**src/hw/rtl/diag_frame_deframer_assert.svh**
```systemverilog
// Assertion macros shared by the deframer RTL.
// Needs aclk and aresetn in the scope of each use.
`ifndef DIAG_FRAME_DEFRAMER_ASSERT_SVH
`define DIAG_FRAME_DEFRAMER_ASSERT_SVH

// Implication checked at every clock edge outside reset.
`define DFD_ASSERT_IMP(lbl, ante, cons) \
    lbl: assert property (@(posedge aclk) disable iff (!aresetn) (ante) |-> (cons)) \
        else $error("deframer assertion failed");

// Condition that holds at every clock edge outside reset.
`define DFD_ASSERT_ALWAYS(lbl, cond) \
    lbl: assert property (@(posedge aclk) disable iff (!aresetn) (cond)) \
        else $error("deframer invariant failed");

`endif

```
**src/hw/rtl/dfd_pkg.sv**
```systemverilog
// Shared constants and types of the diagnostic frame deframer.
// No dependencies.
`default_nettype none
package dfd_pkg;
    localparam logic [7:0] MAGIC_FIRST  = 8'h48;
    localparam logic [7:0] MAGIC_SECOND = 8'h52;
    localparam logic [7:0] HDR_VERSION  = 8'd1;
    localparam logic [7:0] HDR_LENGTH   = 8'd39;

    localparam int HDR_BYTES     = 4;
    localparam int PAYLOAD_BYTES = 39;
    localparam int FRAME_BYTES   = HDR_BYTES + PAYLOAD_BYTES;
    localparam int FILL_W        = 6;
    localparam int PAYLOAD_W     = PAYLOAD_BYTES * 8;

    localparam int Q_DEPTH = 4;
    localparam int Q_PTR_W = 2;
    localparam int Q_CNT_W = 3;

    typedef struct packed {
        logic       last;
        logic [7:0] data;
    } q_entry_t;
endpackage
`default_nettype wire

```
**src/hw/rtl/dfd_front.sv**
```systemverilog
// Front end: tracks the frame position and forwards payload bytes.
// Depends on dfd_pkg.
`default_nettype none
module dfd_front (
    input  wire logic             aclk,
    input  wire logic             aresetn,
    input  wire logic             byte_valid,
    input  wire logic [7:0]       byte_data,
    output logic                  push,
    output dfd_pkg::q_entry_t     push_entry
);
    import dfd_pkg::*;

    `include "diag_frame_deframer_assert.svh"

    logic [FILL_W-1:0] fill_reg, fill_next;
    logic              ver_ok_reg, ver_ok_next;
    logic [FILL_W-1:0] hunt_fill;
    logic              in_payload;
    logic              last_byte;

    localparam logic [FILL_W-1:0] FILL_HDR   = FILL_W'(HDR_BYTES);
    localparam logic [FILL_W-1:0] FILL_LAST  = FILL_W'(FRAME_BYTES - 1);
    localparam logic [FILL_W-1:0] FILL_FRAME = FILL_W'(FRAME_BYTES);

    always_comb begin
        hunt_fill   = (byte_data == MAGIC_FIRST) ? FILL_W'(1) : '0;
        in_payload  = (fill_reg >= FILL_HDR) && (fill_reg < FILL_FRAME);
        last_byte   = (fill_reg == FILL_LAST);
        fill_next   = fill_reg;
        ver_ok_next = ver_ok_reg;
        if (byte_valid) begin
            if (fill_reg == '0 || fill_reg >= FILL_FRAME) begin
                fill_next = hunt_fill;
            end else if (fill_reg == FILL_W'(1)) begin
                fill_next = (byte_data == MAGIC_SECOND) ? FILL_W'(2) : hunt_fill;
            end else if (fill_reg == FILL_W'(2)) begin
                ver_ok_next = (byte_data == HDR_VERSION);
                fill_next   = FILL_W'(3);
            end else if (fill_reg == FILL_W'(3)) begin
                fill_next = (ver_ok_reg && byte_data == HDR_LENGTH) ? FILL_HDR : hunt_fill;
            end else begin
                fill_next = last_byte ? '0 : fill_reg + FILL_W'(1);
            end
        end
    end

    assign push            = byte_valid && in_payload;
    assign push_entry.last = last_byte;
    assign push_entry.data = byte_data;

    always_ff @(posedge aclk) begin
        if (!aresetn) begin
            fill_reg   <= '0;
            ver_ok_reg <= 1'b0;
        end else begin
            fill_reg   <= fill_next;
            ver_ok_reg <= ver_ok_next;
        end
    end

    `DFD_ASSERT_ALWAYS(a_fill_range, fill_reg < FILL_FRAME)
    `DFD_ASSERT_IMP(a_last_wraps, push && push_entry.last, ##1 fill_reg == '0)
endmodule
`default_nettype wire

```
**src/hw/rtl/dfd_queue.sv**
```systemverilog
// Short queue between the front end and the frame assembler.
// Depends on dfd_pkg.
`default_nettype none
module dfd_queue (
    input  wire logic              aclk,
    input  wire logic              aresetn,
    input  wire logic              push,
    input  wire dfd_pkg::q_entry_t push_entry,
    output logic                   full,
    output logic                   q_valid,
    output dfd_pkg::q_entry_t      q_entry,
    input  wire logic              pop
);
    import dfd_pkg::*;

    `include "diag_frame_deframer_assert.svh"

    q_entry_t            slots_reg [Q_DEPTH];
    logic [Q_PTR_W-1:0]  wr_ptr_reg, rd_ptr_reg;
    logic [Q_CNT_W-1:0]  count_reg, count_next;
    logic                do_push, do_pop;

    assign full    = (count_reg == Q_CNT_W'(Q_DEPTH));
    assign q_valid = (count_reg != '0);
    assign q_entry = slots_reg[rd_ptr_reg];
    assign do_push = push && !full;
    assign do_pop  = pop && q_valid;

    always_comb begin
        count_next = count_reg;
        if (do_push && !do_pop) begin
            count_next = count_reg + Q_CNT_W'(1);
        end else if (do_pop && !do_push) begin
            count_next = count_reg - Q_CNT_W'(1);
        end
    end

    always_ff @(posedge aclk) begin
        if (do_push) begin
            slots_reg[wr_ptr_reg] <= push_entry;
        end
    end

    always_ff @(posedge aclk) begin
        if (!aresetn) begin
            wr_ptr_reg <= '0;
            rd_ptr_reg <= '0;
            count_reg  <= '0;
        end else begin
            if (do_push) wr_ptr_reg <= wr_ptr_reg + Q_PTR_W'(1);
            if (do_pop)  rd_ptr_reg <= rd_ptr_reg + Q_PTR_W'(1);
            count_reg <= count_next;
        end
    end

    `DFD_ASSERT_ALWAYS(a_count_bound, count_reg <= Q_CNT_W'(Q_DEPTH))
    `DFD_ASSERT_IMP(a_no_overflow, push, !full)
    `DFD_ASSERT_IMP(a_no_underflow, pop, q_valid)
    `DFD_ASSERT_ALWAYS(a_ptr_gap, (wr_ptr_reg - rd_ptr_reg) == count_reg[Q_PTR_W-1:0])
endmodule
`default_nettype wire

```
**src/hw/rtl/dfd_back.sv**
```systemverilog
// Back end: shifts in payload bytes and holds the decoded frame for the receiver.
// Depends on dfd_pkg.
`default_nettype none
module dfd_back (
    input  wire logic                          aclk,
    input  wire logic                          aresetn,
    input  wire logic                          q_valid,
    input  wire dfd_pkg::q_entry_t             q_entry,
    output logic                               pop,
    output logic                               m_tvalid,
    input  wire logic                          m_tready,
    output logic [dfd_pkg::PAYLOAD_W-1:0]      m_tdata
);
    import dfd_pkg::*;

    logic [PAYLOAD_W-1:0] payload_reg;
    logic [PAYLOAD_W-1:0] payload_next;
    logic [PAYLOAD_W-1:0] out_reg;
    logic                 out_valid_reg, out_valid_next;
    logic                 out_free;

    assign out_free     = !out_valid_reg || m_tready;
    assign pop          = q_valid && (!q_entry.last || out_free);
    assign payload_next = {q_entry.data, payload_reg[PAYLOAD_W-1:8]};

    always_comb begin
        out_valid_next = out_valid_reg && !m_tready;
        if (pop && q_entry.last) begin
            out_valid_next = 1'b1;
        end
    end

    always_ff @(posedge aclk) begin
        if (pop) begin
            payload_reg <= payload_next;
            if (q_entry.last) begin
                out_reg <= payload_next;
            end
        end
    end

    always_ff @(posedge aclk) begin
        if (!aresetn) begin
            out_valid_reg <= 1'b0;
        end else begin
            out_valid_reg <= out_valid_next;
        end
    end

    assign m_tvalid = out_valid_reg;
    assign m_tdata  = out_reg;
endmodule
`default_nettype wire

```
**src/hw/rtl/diag_frame_deframer.sv**
```systemverilog
// Top level of the diagnostic frame deframer.
// Depends on dfd_pkg, dfd_front, dfd_queue and dfd_back.
//
// Usage:
//   The slave stream takes one received byte per request in s_tdata. The block
//   hunts for a 43-byte frame (0x48, 0x52, version 1, length 39, 39 payload
//   bytes) and puts one decoded frame on the master stream per complete frame.
//   Throughput: one byte per cycle while the queue has room; the front end classifies each
//   byte in the cycle it is accepted.
//   Output path: the last frame byte is written into the four-entry queue, then
//   popped and loaded with the assembled payload into the output register,
//   which raises m_tvalid; bytes still queued ahead of it are popped first.
//   m_tdata is the 39 payload bytes in arrival order, so every field comes out
//   little-endian with the first payload byte in bits 7:0.
//   Stall: a frame waits in the output register while m_tready is low. Bytes
//   keep flowing into the assembler; once the queue fills behind a stalled
//   final byte, s_tready drops until the receiver takes the frame.
//   Reset (aresetn low, synchronous): hunting restarts, the queue empties and
//   any pending frame is dropped. No clearing pass is needed.
`default_nettype none
module diag_frame_deframer (
    input  wire logic         aclk,
    input  wire logic         aresetn,
    input  wire logic         s_tvalid,
    output logic              s_tready,
    input  wire logic [7:0]   s_tdata,   // [7:0] rx_byte
    output logic              m_tvalid,
    input  wire logic         m_tready,
    // [31:0] sequence_number, [63:32] link_group, [95:64] queue_group,
    // [103:96] reconnect_status, [135:104] usb_drops, [167:136] bt_drops,
    // [199:168] attempt_total, [231:200] success_total, [263:232] failure_total,
    // [279:264] event_queue_group, [311:280] event_drops
    output logic [311:0]      m_tdata
);
    import dfd_pkg::*;

    logic     q_full;
    logic     push;
    q_entry_t push_entry;
    logic     q_valid;
    q_entry_t q_entry;
    logic     pop;
    logic     byte_valid;

    assign s_tready   = !q_full;
    assign byte_valid = s_tvalid && s_tready;

    dfd_front u_front (
        .aclk       (aclk),
        .aresetn    (aresetn),
        .byte_valid (byte_valid),
        .byte_data  (s_tdata),
        .push       (push),
        .push_entry (push_entry)
    );

    dfd_queue u_queue (
        .aclk       (aclk),
        .aresetn    (aresetn),
        .push       (push),
        .push_entry (push_entry),
        .full       (q_full),
        .q_valid    (q_valid),
        .q_entry    (q_entry),
        .pop        (pop)
    );

    dfd_back u_back (
        .aclk     (aclk),
        .aresetn  (aresetn),
        .q_valid  (q_valid),
        .q_entry  (q_entry),
        .pop      (pop),
        .m_tvalid (m_tvalid),
        .m_tready (m_tready),
        .m_tdata  (m_tdata)
    );
endmodule
`default_nettype wire

```
**config.mk**
```make
export PLATFORM = sky130hd
export DESIGN_NAME = diag_frame_deframer
export DESIGN_NICKNAME = d
export VERILOG_FILES = /design/src/hw/rtl/dfd_pkg.sv /design/src/hw/rtl/dfd_front.sv /design/src/hw/rtl/dfd_queue.sv /design/src/hw/rtl/dfd_back.sv /design/src/hw/rtl/diag_frame_deframer.sv
export VERILOG_INCLUDE_DIRS = /design/src /design/src/hw/rtl
export SDC_FILE = /design/constraint.sdc
export NUM_CORES = 1
export LEC_CHECK = 0
export BUFFER_PORTS_ARGS = -buffer_cell sky130_fd_sc_hd__buf_4
export CELL_PAD_IN_SITES_DETAIL_PLACEMENT = 1
export CELL_PAD_IN_SITES_GLOBAL_PLACEMENT = 2
export CORE_ASPECT_RATIO = 0.75
export CORE_MARGIN = 3
export CORE_UTILIZATION = 44
export DETAILED_ROUTE_END_ITERATION = 8
export PLACE_DENSITY_LB_ADDON = 0.1
export SLEW_MARGIN = 15
export SYNTH_ARGS = -nofsm -noshare
export SYNTH_HDL_FRONTEND = slang
export SYNTH_SLANG_ARGS = --single-unit
```
**constraint.sdc**
```tcl
create_clock -name aclk -period 34.7 [get_ports aclk]
set_clock_uncertainty 0.2 [all_clocks]
set_input_delay 1.735 -clock aclk [delete_from_list [all_inputs] [get_ports aclk]]
set_output_delay 1.735 -clock aclk [all_outputs]
set_load 0.02 [all_outputs]
```
==> impl_metrics.toml <==
[route]
first_pass_iters = 4
drt_iter0_drc = 707
vias_per_cell = 4.77
wl_per_cell_um = 21.5
ant_nets = 0
wirelength_um = 40200
drcViolationCount = 0
routed-via-count = 8942

[synth]
yosys_warnings = 0
synth.most_common_cell = "edfxtp_1"
postSynthNetCount = 829
yosys_register_bits = 669
synth_cell_types = 52
syn_inst = 807
netlist.top_cell.by_area = "edfxtp_1"
ys.flop_type = "edfxtp_1"
synth_seq_area_share_pct = 94.8
async_flop_share_pct = 0
synth.avg_cell_area_um2 = 26.0
yosys.area.top_type_share_pct = 93.1
synthTopCellsByCount = "652 x edfxtp_1, 17 x dfxtp_1, 9 x ha_1, 9 x mux4_2, 9 x nand3_1"
synth_area_leaders = "edfxtp_1 93%, dfxtp_1 1.6%, mux4_2 0.96%"
synth-edff-count = 652
netlist_area_mm2 = 0.0210

[hold_path]
hp-start = "u_back.payload_reg[8]$_DFFE_PP_"
holdPathEnd = "u_back.m_tdata[0]$_DFFE_PP_"
hold_path_class = "reg2reg"
hold_depth = 0

[sta]
worstMarginPinSlew_ns = 1.06
finalSetupTns_ns = 0
final_max_slew_viol_count = 0
relSlewSlack_pct = 29.3
period_share_pct = 13.9
setup_viol = 0
fmaxAchievable_ghz = 0.207
rsz0062_at_grt = "no"
hold_viol_final = 0
fin_crit_ns = 4.83

[cts]
cts_tree = "built"
clockRootBuffer = "clkbuf_16"
cts_resized = 0
clk_pin_slew_ns = 0.06
postCtsSetupBuffers = 0
htreeDepth = 2
holdBufCountCts = 0
cts.sinks = 669
clk_latency_ns = 0.62
clock_path_buffers = 3
numCtsBuffers = 60

[critical_path]
worst-setup-path-type = "reg2reg"
crit_required_ns = 34.72
rr_worst_depth = 5
r2r_slack_ns = 29.87
crit_fanout = 80
critical_path_arrival_ns = 4.85
endpoint_kind = "flop"
regToRegEndpoint = "u_back.payload_reg[58]$_DFFE_PP_"
cp-start-kind = "flop"

[global_route]
grt_max_degree = 169
grt_pass1_vias = 9361
grt_overflow = 0
grt_usage_pct = 15.6
grt_pass1_wl_um = 59300
antenna_found_initial = 0

[placement]
portBuffers = 325
gp_congestion = 0.748
hpwl_um = 26100
place_area_mm2 = 0.0243

[power_and_ir_drop]
vdd_ir_drop_max_v = 0.0000847
cellPowerDensity_mw_per_mm2 = 88.9
total_leakage_power_nw = 9.35

[layout]
final_area_mm2 = 0.0263
areaGrowthSynthToFinish_pct = 25.1
drive_above_1_share_pct = 35.0
largest_reg_flops = 312
nNetsFinal = 1214
insertedDiodeCount = 0

[floorplanning]
die_w_um = 258
pin_count = 326
start_util_pct = 45.1
dieArea_mm2 = 0.0505
core_region_area_mm2 = 0.0466
die_h_um = 195
rows = 68

[status]
status = "completed"

[flow_run]
maxCapViolCount = 0
==> how the worst max path moves through the flow <==
stage | from | endpoint | cells past startpoint
after global routing | flop | u_back.payload_reg[39]$_DFFE_PP_ | 5
after global placement | m_tready | u_back.payload_reg[15]$_DFFE_PP_ | 6
after detailed placement | m_tready | u_back.payload_reg[39]$_DFFE_PP_ | 6
after floorplan | m_tready | u_back.m_tdata[0]$_DFFE_PP_ | 2
after CTS | flop | u_back.payload_reg[39]$_DFFE_PP_ | 5
final | flop | u_back.payload_reg[58]$_DFFE_PP_ | 5
==> power by group <==
part	switching, W	total, W	internal [W]	leakage (nW)
Sequential	0.000105	0.00144	0.00133	6.42
Clock	0.000280	0.000666	0.000387	0.973
Combinational	0.000209	0.000234	0.0000255	1.96
Total	0.000593	0.00234	0.00175	9.35
==> placed cells by master (no fill, tap or decap), types with 2 or more instances in the layout <==
cell and n:
nand4_1 2, clkbuf_16 61, nor2b_1 4, or3b_2 2, mux2i_1 2, inv_6 2
clkbuf_1 18, buf_4 330, nand3_1 9, bufinv_16 8, clkinvlp_4 2, clkinv_2 9
edfxtp_1 652, nor4_1 5, o21ai_0 8, dfxtp_1 17, mux4_2 9, a311o_1 2
xor2_1 2, nand2b_1 2, nor2_1 8, clkinv_1 12, nand2_1 7, and3_1 8
a21oi_1 6, nand4b_1 2, inv_1 6, o21a_1 2, nor3_1 7, ha_1 9
==> worst max-delay path, cell delays in order (launching register included) <==
cell     delay (ns)
dfxtp_1        0.73
mux4_2         0.64
a21oi_4        0.14
buf_4          0.76
buf_4          0.92
buf_4          0.88
==> metal layers <==
metal  share of wire (%)  up-vias  global-route usage [%]
met5                   0        -                       0
met4                 2.4        0                    5.30
met3                 6.5       61                    4.40
met2                  49      225                    25.5
met1                  42     4591                    20.3
li1                    -     4065                       -
==> final cells by class <==
cell class,count,area [um^2]
Timing Repair Buffer,332,2510
Tap cell,630,788
Inverter,7,26.3
Sequential cell,669,19900
Fill cell,4012,20300
Clock buffer,80,1610
Multi-Input combinational cell,122,1040
Clock inverter,34,405
==> stage by stage <==
stage | utilization (%) | power [W] | hold WS, ns | cells | setup WS [ns]
2_1_floorplan | - | 0.00180 | 0.200 | 807 | 8.80
3_3_place_gp | 52.1 | 0.00168 | 0.201 | 1760 | 29.29
3_5_place_dp | 52.1 | 0.00170 | 0.206 | 1760 | 29.19
4_1_cts | 56.4 | 0.00238 | 0.221 | 1874 | 29.78
5_1_grt | 56.4 | 0.00245 | 0.231 | 1874 | 29.49
6_report | 56.4 | 0.00234 | 0.222 | 1874 | 29.87
==> cells by family (layout without fill, tap and decap cells) <==
kind of cell / Yosys count / count (layout) / share of synthesized area, %
adders and majority gates: 10 / 10 / 0.631
buffers and inverters: 16 / 453 / 0.375
muxes: 12 / 12 / 1.11
DFF: 669 / 669 / 94.8
AOI/OAI and AO/OA: 31 / 31 / 1.07
xor gates and xnor gates: 3 / 3 / 0.125
and+or+nand+nor: 66 / 66 / 1.93
(Power assumes the default switching activity.)
